**src/hw/rtl/tccs_pkg.sv**
```systemverilog
package tccs_pkg;

  // command codes
  localparam logic [1:0] MODE_PRINT = 2'd0;
  localparam logic [1:0] MODE_BACKSPACE = 2'd1;
  localparam logic [1:0] MODE_CLEAR = 2'd2;
  localparam logic [1:0] MODE_SET_CURSOR = 2'd3;

  // result kinds
  localparam logic [1:0] KIND_DRAW = 2'd0;
  localparam logic [1:0] KIND_SCROLL = 2'd1;
  localparam logic [1:0] KIND_CLEAR = 2'd2;
  localparam logic [1:0] KIND_REPORT = 2'd3;

  // configuration register indexes
  localparam logic [1:0] REG_COLUMNS = 2'd0;
  localparam logic [1:0] REG_ROWS = 2'd1;
  localparam logic [1:0] REG_PROTECTED_ROW = 2'd2;

  localparam logic [7:0] CHAR_NEWLINE = 8'd10;
  localparam logic [7:0] CHAR_SPACE = 8'd32;

  localparam logic [7:0] COLUMNS_RESET = 8'd80;
  localparam logic [6:0] ROWS_RESET = 7'd25;

  // restoring divider: one quotient bit per cycle over the cell index
  localparam int DIV_STEPS = 15;
  localparam int COUNT_W = $clog2(DIV_STEPS);

  typedef struct packed {
    logic [1:0]  mode;
    logic [7:0]  character;
    logic [14:0] target_cell;
  } cmd_word_t;

  typedef struct packed {
    logic [1:0] kind;
    logic [7:0] glyph;
    logic [7:0] cell_col;
    logic [6:0] cell_row;
    logic [7:0] cursor_col_out;
    logic [6:0] cursor_row_out;
    logic       last;
  } res_word_t;

  typedef enum logic [2:0] {
    ST_IDLE,
    ST_DIVIDE,
    ST_COMMIT,
    ST_SEND_FIRST,
    ST_SEND_LAST
  } state_t;

  typedef struct packed {
    logic capture;
    logic div_step;
    logic div_commit;
    logic load_first;
    logic load_last;
  } ctrl_t;

  typedef struct packed {
    logic div_cmd;
    logic two_results;
    logic out_free;
  } stat_t;

endpackage

```
**src/hw/rtl/tccs_ctrl.sv**
```systemverilog
module tccs_ctrl (
  input  logic            clk,
  input  logic            rst,
  input  logic            cmd_valid,
  output logic            cmd_stall,
  input  tccs_pkg::stat_t stat,
  output tccs_pkg::ctrl_t ctrl
);

  tccs_pkg::state_t state;
  tccs_pkg::state_t state_next;
  logic [tccs_pkg::COUNT_W-1:0] count;

  always_ff @(posedge clk) begin
    if (rst) begin
      state <= tccs_pkg::ST_IDLE;
      count <= '0;
    end else begin
      state <= state_next;
      if (state == tccs_pkg::ST_DIVIDE) begin
        count <= count + 1'b1;
      end else begin
        count <= '0;
      end
    end
  end

  always_comb begin
    state_next = state;
    case (state)
      tccs_pkg::ST_IDLE: begin
        if (cmd_valid) begin
          state_next = stat.div_cmd ? tccs_pkg::ST_DIVIDE : tccs_pkg::ST_SEND_FIRST;
        end
      end
      tccs_pkg::ST_DIVIDE: begin
        if (count == tccs_pkg::COUNT_W'(tccs_pkg::DIV_STEPS - 1)) begin
          state_next = tccs_pkg::ST_COMMIT;
        end
      end
      tccs_pkg::ST_COMMIT: begin
        state_next = tccs_pkg::ST_SEND_FIRST;
      end
      tccs_pkg::ST_SEND_FIRST: begin
        if (stat.out_free) begin
          state_next = stat.two_results ? tccs_pkg::ST_SEND_LAST : tccs_pkg::ST_IDLE;
        end
      end
      tccs_pkg::ST_SEND_LAST: begin
        if (stat.out_free) begin
          state_next = tccs_pkg::ST_IDLE;
        end
      end
      default: begin
        state_next = tccs_pkg::ST_IDLE;
      end
    endcase
  end

  always_comb begin
    cmd_stall = (state != tccs_pkg::ST_IDLE);
    ctrl.capture = (state == tccs_pkg::ST_IDLE) && cmd_valid;
    ctrl.div_step = (state == tccs_pkg::ST_DIVIDE);
    ctrl.div_commit = (state == tccs_pkg::ST_COMMIT);
    ctrl.load_first = (state == tccs_pkg::ST_SEND_FIRST) && stat.out_free;
    ctrl.load_last = (state == tccs_pkg::ST_SEND_LAST) && stat.out_free;
  end

endmodule

```
**src/hw/rtl/tccs_dpath.sv**
```systemverilog
module tccs_dpath (
  input  logic                  clk,
  input  logic                  rst,
  input  logic                  cfg_we,
  input  logic [1:0]            cfg_index,
  input  logic [7:0]            cfg_data,
  input  tccs_pkg::cmd_word_t   cmd_word,
  output logic                  res_valid,
  input  logic                  res_stall,
  output tccs_pkg::res_word_t   res_word,
  input  tccs_pkg::ctrl_t       ctrl,
  output tccs_pkg::stat_t       stat
);

  // configuration
  logic [7:0] columns;
  logic [6:0] rows;
  logic [6:0] protected_row;

  // cursor
  logic [7:0] column_now;
  logic [6:0] row_now;

  // divider
  logic [14:0] dvd;
  logic [7:0]  rem;

  // pending results
  logic [1:0] res_kind;
  logic [7:0] res_glyph;
  logic [7:0] res_col;
  logic [6:0] res_row;
  logic       two;

  // effective grid
  logic [7:0] ncol;
  logic [6:0] nrow;
  logic [6:0] bottom_row;
  logic [6:0] prow;
  logic [7:0] col0;
  logic [6:0] row_lo;
  logic [6:0] row0;

  // per-command work
  logic [7:0] col_inc;
  logic       wrap;
  logic [7:0] row_inc;
  logic       scroll;
  logic [7:0] col_new;
  logic [6:0] row_new;
  logic [1:0] kind_new;
  logic [7:0] glyph_new;
  logic [7:0] ccol_new;
  logic [6:0] crow_new;
  logic       two_new;

  // divider step and final clamp
  logic [8:0] rem_sh;
  logic       qbit;
  logic [6:0] row_div;

  always_comb begin
    ncol = (columns == 8'd0) ? 8'd1 : columns;
    nrow = (rows == 7'd0) ? 7'd1 : rows;
    bottom_row = nrow - 7'd1;
    prow = (protected_row < nrow) ? protected_row : bottom_row;
    col0 = (column_now >= ncol) ? ncol - 8'd1 : column_now;
    row_lo = (row_now < prow) ? prow : row_now;
    row0 = (row_lo >= nrow) ? bottom_row : row_lo;
  end

  always_comb begin
    col_inc = col0 + 8'd1;
    wrap = (col_inc >= ncol);
    if (cmd_word.character == tccs_pkg::CHAR_NEWLINE) begin
      row_inc = {1'b0, row0} + 8'd1;
    end else begin
      row_inc = {1'b0, row0} + {7'd0, wrap};
    end
    scroll = (row_inc >= {1'b0, nrow});

    col_new = col0;
    row_new = row0;
    kind_new = tccs_pkg::KIND_REPORT;
    glyph_new = 8'd0;
    ccol_new = 8'd0;
    crow_new = 7'd0;
    two_new = 1'b0;
    case (cmd_word.mode)
      tccs_pkg::MODE_PRINT: begin
        row_new = scroll ? bottom_row : row_inc[6:0];
        if (cmd_word.character == tccs_pkg::CHAR_NEWLINE) begin
          col_new = 8'd0;
          if (scroll) begin
            kind_new = tccs_pkg::KIND_SCROLL;
            crow_new = prow;
          end
        end else begin
          col_new = wrap ? 8'd0 : col_inc;
          kind_new = tccs_pkg::KIND_DRAW;
          glyph_new = cmd_word.character;
          ccol_new = col0;
          crow_new = row0;
          two_new = scroll;
        end
      end
      tccs_pkg::MODE_BACKSPACE: begin
        if (col0 != 8'd0) begin
          col_new = col0 - 8'd1;
        end else if (row0 > prow) begin
          row_new = row0 - 7'd1;
          col_new = ncol - 8'd1;
        end
        kind_new = tccs_pkg::KIND_DRAW;
        glyph_new = tccs_pkg::CHAR_SPACE;
        ccol_new = col_new;
        crow_new = row_new;
      end
      tccs_pkg::MODE_CLEAR: begin
        col_new = 8'd0;
        row_new = prow;
        kind_new = tccs_pkg::KIND_CLEAR;
        crow_new = prow;
      end
      default: begin
        // set cursor is finished by the divider
      end
    endcase
  end

  always_comb begin
    rem_sh = {rem, dvd[14]};
    qbit = (rem_sh >= {1'b0, ncol});
    if (dvd < {8'd0, prow}) begin
      row_div = prow;
    end else if (dvd >= {8'd0, nrow}) begin
      row_div = bottom_row;
    end else begin
      row_div = dvd[6:0];
    end
  end

  always_ff @(posedge clk) begin
    if (rst) begin
      columns <= tccs_pkg::COLUMNS_RESET;
      rows <= tccs_pkg::ROWS_RESET;
      protected_row <= 7'd0;
      column_now <= 8'd0;
      row_now <= 7'd0;
      res_valid <= 1'b0;
    end else begin
      if (cfg_we) begin
        case (cfg_index)
          tccs_pkg::REG_COLUMNS: columns <= cfg_data;
          tccs_pkg::REG_ROWS: rows <= cfg_data[6:0];
          tccs_pkg::REG_PROTECTED_ROW: protected_row <= cfg_data[6:0];
          default: begin
          end
        endcase
      end
      if (ctrl.capture && cmd_word.mode != tccs_pkg::MODE_SET_CURSOR) begin
        column_now <= col_new;
        row_now <= row_new;
      end else if (ctrl.div_commit) begin
        column_now <= rem;
        row_now <= row_div;
      end
      if (ctrl.load_first || ctrl.load_last) begin
        res_valid <= 1'b1;
      end else if (!res_stall) begin
        res_valid <= 1'b0;
      end
    end
  end

  always_ff @(posedge clk) begin
    if (ctrl.capture) begin
      dvd <= cmd_word.target_cell;
      rem <= 8'd0;
      res_kind <= kind_new;
      res_glyph <= glyph_new;
      res_col <= ccol_new;
      res_row <= crow_new;
      two <= two_new;
    end else if (ctrl.div_step) begin
      rem <= qbit ? 8'(rem_sh - {1'b0, ncol}) : rem_sh[7:0];
      dvd <= {dvd[13:0], qbit};
    end else if (ctrl.div_commit) begin
      res_kind <= tccs_pkg::KIND_REPORT;
      res_glyph <= 8'd0;
      res_col <= 8'd0;
      res_row <= 7'd0;
      two <= 1'b0;
    end
    if (ctrl.load_first) begin
      res_word.kind <= res_kind;
      res_word.glyph <= res_glyph;
      res_word.cell_col <= res_col;
      res_word.cell_row <= res_row;
      res_word.cursor_col_out <= column_now;
      res_word.cursor_row_out <= row_now;
      res_word.last <= !two;
    end else if (ctrl.load_last) begin
      res_word.kind <= tccs_pkg::KIND_SCROLL;
      res_word.glyph <= 8'd0;
      res_word.cell_col <= 8'd0;
      res_word.cell_row <= prow;
      res_word.last <= 1'b1;
    end
  end

  always_comb begin
    stat.div_cmd = (cmd_word.mode == tccs_pkg::MODE_SET_CURSOR);
    stat.two_results = two;
    stat.out_free = !res_valid || !res_stall;
  end

endmodule

```
**src/hw/rtl/text_console_cursor_scroll_core.sv**
```systemverilog
// channel   dir  handshake              word
// cmd       in   cmd_valid / cmd_stall  cmd_word: mode, character, target_cell
// res       out  res_valid / res_stall  res_word: kind, glyph, cell, cursor, last
// cfg       in   cfg_we                 cfg_index, cfg_data (no read-back)
//
// print, backspace and clear go from capture straight to sending, a second send when a glyph scrolls
// set cursor runs the 15-step restoring divider (one bit a cycle), then commits the cursor
// synchronous active-high reset: cursor to 0,0, registers to 80 x 25, protected row 0
// cmd_stall is high from acceptance until the last result enters the output register
// a stalled result sits in the output register while the next command is taken
module text_console_cursor_scroll_core (
  input  logic                clk,
  input  logic                rst,
  input  logic                cfg_we,
  input  logic [1:0]          cfg_index,
  input  logic [7:0]          cfg_data,
  input  logic                cmd_valid,
  output logic                cmd_stall,
  input  tccs_pkg::cmd_word_t cmd_word,
  output logic                res_valid,
  input  logic                res_stall,
  output tccs_pkg::res_word_t res_word
);

  // command and status between sequencer and datapath
  tccs_pkg::ctrl_t ctrl;
  tccs_pkg::stat_t stat;

  // sequencer: capture, divide and commit for set cursor, then one or two sends
  tccs_ctrl u_ctrl (
    .clk       (clk),
    .rst       (rst),
    .cmd_valid (cmd_valid),
    .cmd_stall (cmd_stall),
    .stat      (stat),
    .ctrl      (ctrl)
  );

  // datapath: registers, cursor, divider, pending results and output register
  tccs_dpath u_dpath (
    .clk       (clk),
    .rst       (rst),
    .cfg_we    (cfg_we),
    .cfg_index (cfg_index),
    .cfg_data  (cfg_data),
    .cmd_word  (cmd_word),
    .res_valid (res_valid),
    .res_stall (res_stall),
    .res_word  (res_word),
    .ctrl      (ctrl),
    .stat      (stat)
  );

  // a taken command keeps the input side closed on the following cycle
  a_busy_after_accept: assert property (
    @(posedge clk) disable iff (rst)
    (cmd_valid && !cmd_stall) |=> cmd_stall
  ) else $error("command taken while previous one still in progress");

  // the second result of a command follows the first without a gap
  a_last_follows: assert property (
    @(posedge clk) disable iff (rst)
    (res_valid && !res_stall && !res_word.last) |=> (res_valid && res_word.last)
  ) else $error("second result missing after first");

  // only a drawn glyph is ever followed by a further result
  a_first_is_draw: assert property (
    @(posedge clk) disable iff (rst)
    (res_valid && !res_word.last) |-> (res_word.kind == tccs_pkg::KIND_DRAW)
  ) else $error("non-final result is not a glyph draw");

endmodule

```
**config.mk**
```make
export PLATFORM = sky130hd
export DESIGN_NAME = text_console_cursor_scroll_core
export DESIGN_NICKNAME = d
export VERILOG_FILES = /design/src/hw/rtl/tccs_pkg.sv /design/src/hw/rtl/tccs_ctrl.sv /design/src/hw/rtl/tccs_dpath.sv /design/src/hw/rtl/text_console_cursor_scroll_core.sv
export SDC_FILE = /design/constraint.sdc
export NUM_CORES = 1
export LEC_CHECK = 0
export BUFFER_PORTS_ARGS = -buffer_cell sky130_fd_sc_hd__buf_2
export CAP_MARGIN = 20
export CORE_UTILIZATION = 47
export DETAILED_ROUTE_END_ITERATION = 10
export PLACE_DENSITY = 0.69
export SLEW_MARGIN = 20
export SYNTH_ARGS = -nofsm -noshare
export SYNTH_HDL_FRONTEND = slang
export SYNTH_SLANG_ARGS = --single-unit
```
**constraint.sdc**
```tcl
create_clock -name clk -period 11.2 [get_ports clk]
set_input_delay 0.56 -clock clk [delete_from_list [all_inputs] [get_ports clk]]
set_output_delay 0.56 -clock clk [all_outputs]
set_load 0.02 [all_outputs]
```
==> metrics.txt <==
main flop type after synthesis=edfxtp_1; Crit. End Element=flip-flop; DPL Wire Length=18.60 mm; largest area contributor in the netlist=edfxtp_1; Post-Syn Area per Cell=9.153 um^2; Synth top area share=26.96%; Rel. slew slack=27.83%; IO Port Bufs=82; first-pass GRT wire length=40.58 mm; post-CTS sizing=0; Congestion Overflow GR=0; Vias=7918; fin crit share=79.72%; global placer's final weighted congestion=0.9691; die span in y=141.4 um; layout cells sized above 1=14.58%; Final Hold Violating Endpoints=0; YS warnings=0; slowest CP cell=a2111oi_2; combinational share of power=44.6%; largest net degree at the start of global routing=48; Clock H-tree levels=4; Routed Antenna Nets=0; Max Freq=112.0 MHz; Most common cell on crit path=ha_1; DRC violations left=0; Register-to-Register Setup Slack=2.27 ns; Syn Nets=1113; CTS tree=done; worst clock skew=0.01033 ns; Global Route Usage Sum=26.53%; Net Sw Power=0.0009216 W; Synth cell types=80; Initial Util=48.35%; P_int=0.001331 W; r2r endpoint=u_dpath.column_now[0]$_SDFFE_PP0P_; fin crit period=8.929 ns; Clock Path Buffers=2; # rows=50; Die W=141.4 um; sequential area share after synthesis=38.57%; Sw Ratio=40.91%; root buf cell=clkbuf_16; CP required=11.48 ns; RSZ-0062 raised after global routing=no; Vias per Instance=5.922; WL/cell=19.29 um; routed wire length=25.79 mm; Antenna Cells=0; Final #Nets=1179; worst hold path class=in -> reg; r2r worst-path depth=32; critical path arrival=9.21 ns; area grow syn2layout=13.41%; Synth Instances=998; worst-margin pin slew=1.080 ns; Final Cell Area=10360 um^2; initial antenna violation count=0; status=complete, no violations; Synth async-reset ratio=0%; Die Area=20000 um^2; FF+latch count, synth=135; Setup crit end=u_dpath.column_now[0]$_SDFFE_PP0P_; core box area=18890 um^2; crit start category=flip-flop; Top Ports=83; CTS Hold Bufs=0; Post-synth EDFFs=82; leading post-synthesis cells by cell area=edfxtp_1, dfxtp_1, ha_1; Clock transition at path regs=0.06 ns; reported leakage power=4.365 nW; Max rail drop VDD=129.6 uV; vias in the first global route=7402; TNS Setup=0 ns; mapped cell area=9135 um^2; worst setup path start=u_dpath.rows[5]$_SDFFE_PP0P_; crit-path max FO=19; Clock Sinks=135; Detailed Route Iter0 Violations=612; Post-DP Area=9767 um^2; Pwr Density=217.4 nW/um^2; CTS Buf Count=17; post-CTS setup buffer count=0; First-pass DRT Iterations=5; Seq pwr share=30.2%; max-cap viol count=0; delay of the slowest critical-path stage=0.57 ns; Max Slew Vio Count=0; Clk Latency, worst-skew pair=0.43 ns; clock network power share=25.2%; r2r startpoint=u_dpath.rows[5]$_SDFFE_PP0P_; final-report setup violation count=0; WS Path Type=reg -> reg
-- metrics by stage --
stage	power [W]	setup WS (ns)	utilization, %	cells	hold WS (ns)
after global placement	0.001659	2.706	51.70	1305	0.4788
after floorplan	0.001423	3.250	-	998	0.4064
final	0.002253	2.271	54.83	1337	0.3726
after CTS	0.002235	2.411	54.81	1337	0.3647
after global routing	0.002386	1.624	54.83	1337	0.3820
after detailed placement	0.001665	2.446	51.70	1305	0.4820
-- how the worst min path moves through the flow --
| stage | slack (ns) | cells after the start | end | from |
|---|---|---|---|---|
| floorplan | 0.41 | 0 | u_dpath.res_word[6]$_DFFE_PP_ | u_dpath.row_now[5]$_SDFFE_PP0P_ |
| global placement | 0.48 | 1 | u_ctrl.count[0]$_SDFF_PP0_ | u_ctrl.count[0]$_SDFF_PP0_ |
| detailed placement | 0.48 | 1 | u_ctrl.count[0]$_SDFF_PP0_ | u_ctrl.count[0]$_SDFF_PP0_ |
| CTS | 0.36 | 3 | u_dpath.columns[7]$_SDFFE_PP0P_ | cfg_data[7] |
| global route | 0.38 | 3 | u_dpath.columns[7]$_SDFFE_PP0P_ | cfg_data[7] |
| finish | 0.37 | 3 | u_dpath.columns[7]$_SDFFE_PP0P_ | cfg_data[7] |
-- logic make-up (layout without fill, tap and decap cells) --
logic type	Yosys count	in the layout	synth area share (%)
simple gates	347	347	18.74
mux	42	42	4.986
compound gates	256	256	18.75
buf+inv	98	177	4.232
xor+xnor	41	41	3.931
fa+ha+maj	79	79	10.79
flops	135	135	38.57
-- cell usage in the layout (no fill, tap or decap), types with 4 or more instances in the layout --
master,instances
nand2_1,98
nor2_1,90
buf_2,82
edfxtp_1,82
ha_1,74
o21ai_0,58
a21oi_1,57
inv_1,54
dfxtp_1,53
nor3_1,28
mux2i_1,28
a21o_1,25
nand3_1,22
xnor2_1,22
and2_1,21
a211oi_1,19
xor2_1,19
nand2b_1,19
clkbuf_16,17
a31oi_1,12
and3_1,11
a22oi_1,11
mux2_2,10
nand4_1,9
nor2b_1,8
o211ai_1,8
inv_6,8
buf_4,8
or3_1,7
o21a_1,7
nor4_1,7
or4_1,6
o22ai_1,6
a221oi_1,6
o21ai_1,5
maj3_1,4
nand3b_1,4
a211o_1,4
-- sequential cells by signal, summed over array words and instances, names as in the netlist --
signal                 cells
u_ctrl.count               4
u_ctrl.state               3
u_dpath.column_now         8
u_dpath.columns            8
u_dpath.dvd               15
u_dpath.protected_row      7
u_dpath.rem                8
u_dpath.res_col            8
u_dpath.res_glyph          8
u_dpath.res_kind           2
u_dpath.res_row            7
u_dpath.res_valid          1
u_dpath.res_word          41
u_dpath.row_now            7
u_dpath.rows               7
u_dpath.two                1
-- layer usage --
metal	vias up	wire [um]	GRT usage (%)
met3	48	1971	4.860
met1	3713	11980	37.10
met2	373	11060	40.20
met5	-	0	0
li1	3784	-	-
met4	0	779	11.38
-- worst max-delay path: cells and delay by family (launching register included) --
kind,cells,cell delay (ns)
and+or+nand+nor,8,1.24
AOI/OAI and AO/OA,15,4.75
muxes,2,0.50
buffers and inverters,3,0.63
adders and majority gates,4,1.26
DFF,1,0.39
-- synth_stat cells (all sizes together) (3+ instances only) --
cell type	number
o211ai	9
nor4	8
dfxtp	53
maj3	4
inv	55
a21boi	3
a221oi	7
mux2i	30
ha	74
a2111oi	3
o21a	7
nand2b	19
and4	3
a21o	25
buf	9
or3	7
o21ai	63
a31oi	13
edfxtp	82
o22ai	6
mux2	12
nand3	22
xnor2	22
a21oi	61
nand2	98
a211o	4
o211a	3
and3	11
a311oi	4
nand3b	4
nor2	92
xor2	19
nand4	9
nor2b	8
or4	7
and2	21
a211oi	19
nor3	31
a22oi	11
clkbuf	34
-- cell type report --
| class | instances | area [um^2] |
|---|---|---|
| Clock inverter | 14 | 160.2 |
| Fill cell | 1775 | 8533 |
| Timing Repair Buffer | 90 | 470.5 |
| Tap cell | 260 | 325.3 |
| Multi-Input combinational cell | 765 | 5245 |
| Inverter | 55 | 206.4 |
| Sequential cell | 135 | 3523 |
| Clock buffer | 18 | 429.2 |
-- power groups by stage --
stage               Sequential [W]  Combinational [W]  Clock (W)
floorplan                 0.000672           0.000751          0
global placement          0.000686           0.000974          0
detailed placement        0.000688           0.000977          0
CTS                       0.000678           0.000984   0.000573
global route              0.000687            0.00111   0.000593
finish                    0.000680            0.00101   0.000567
Power figures use the tool's default switching activity.
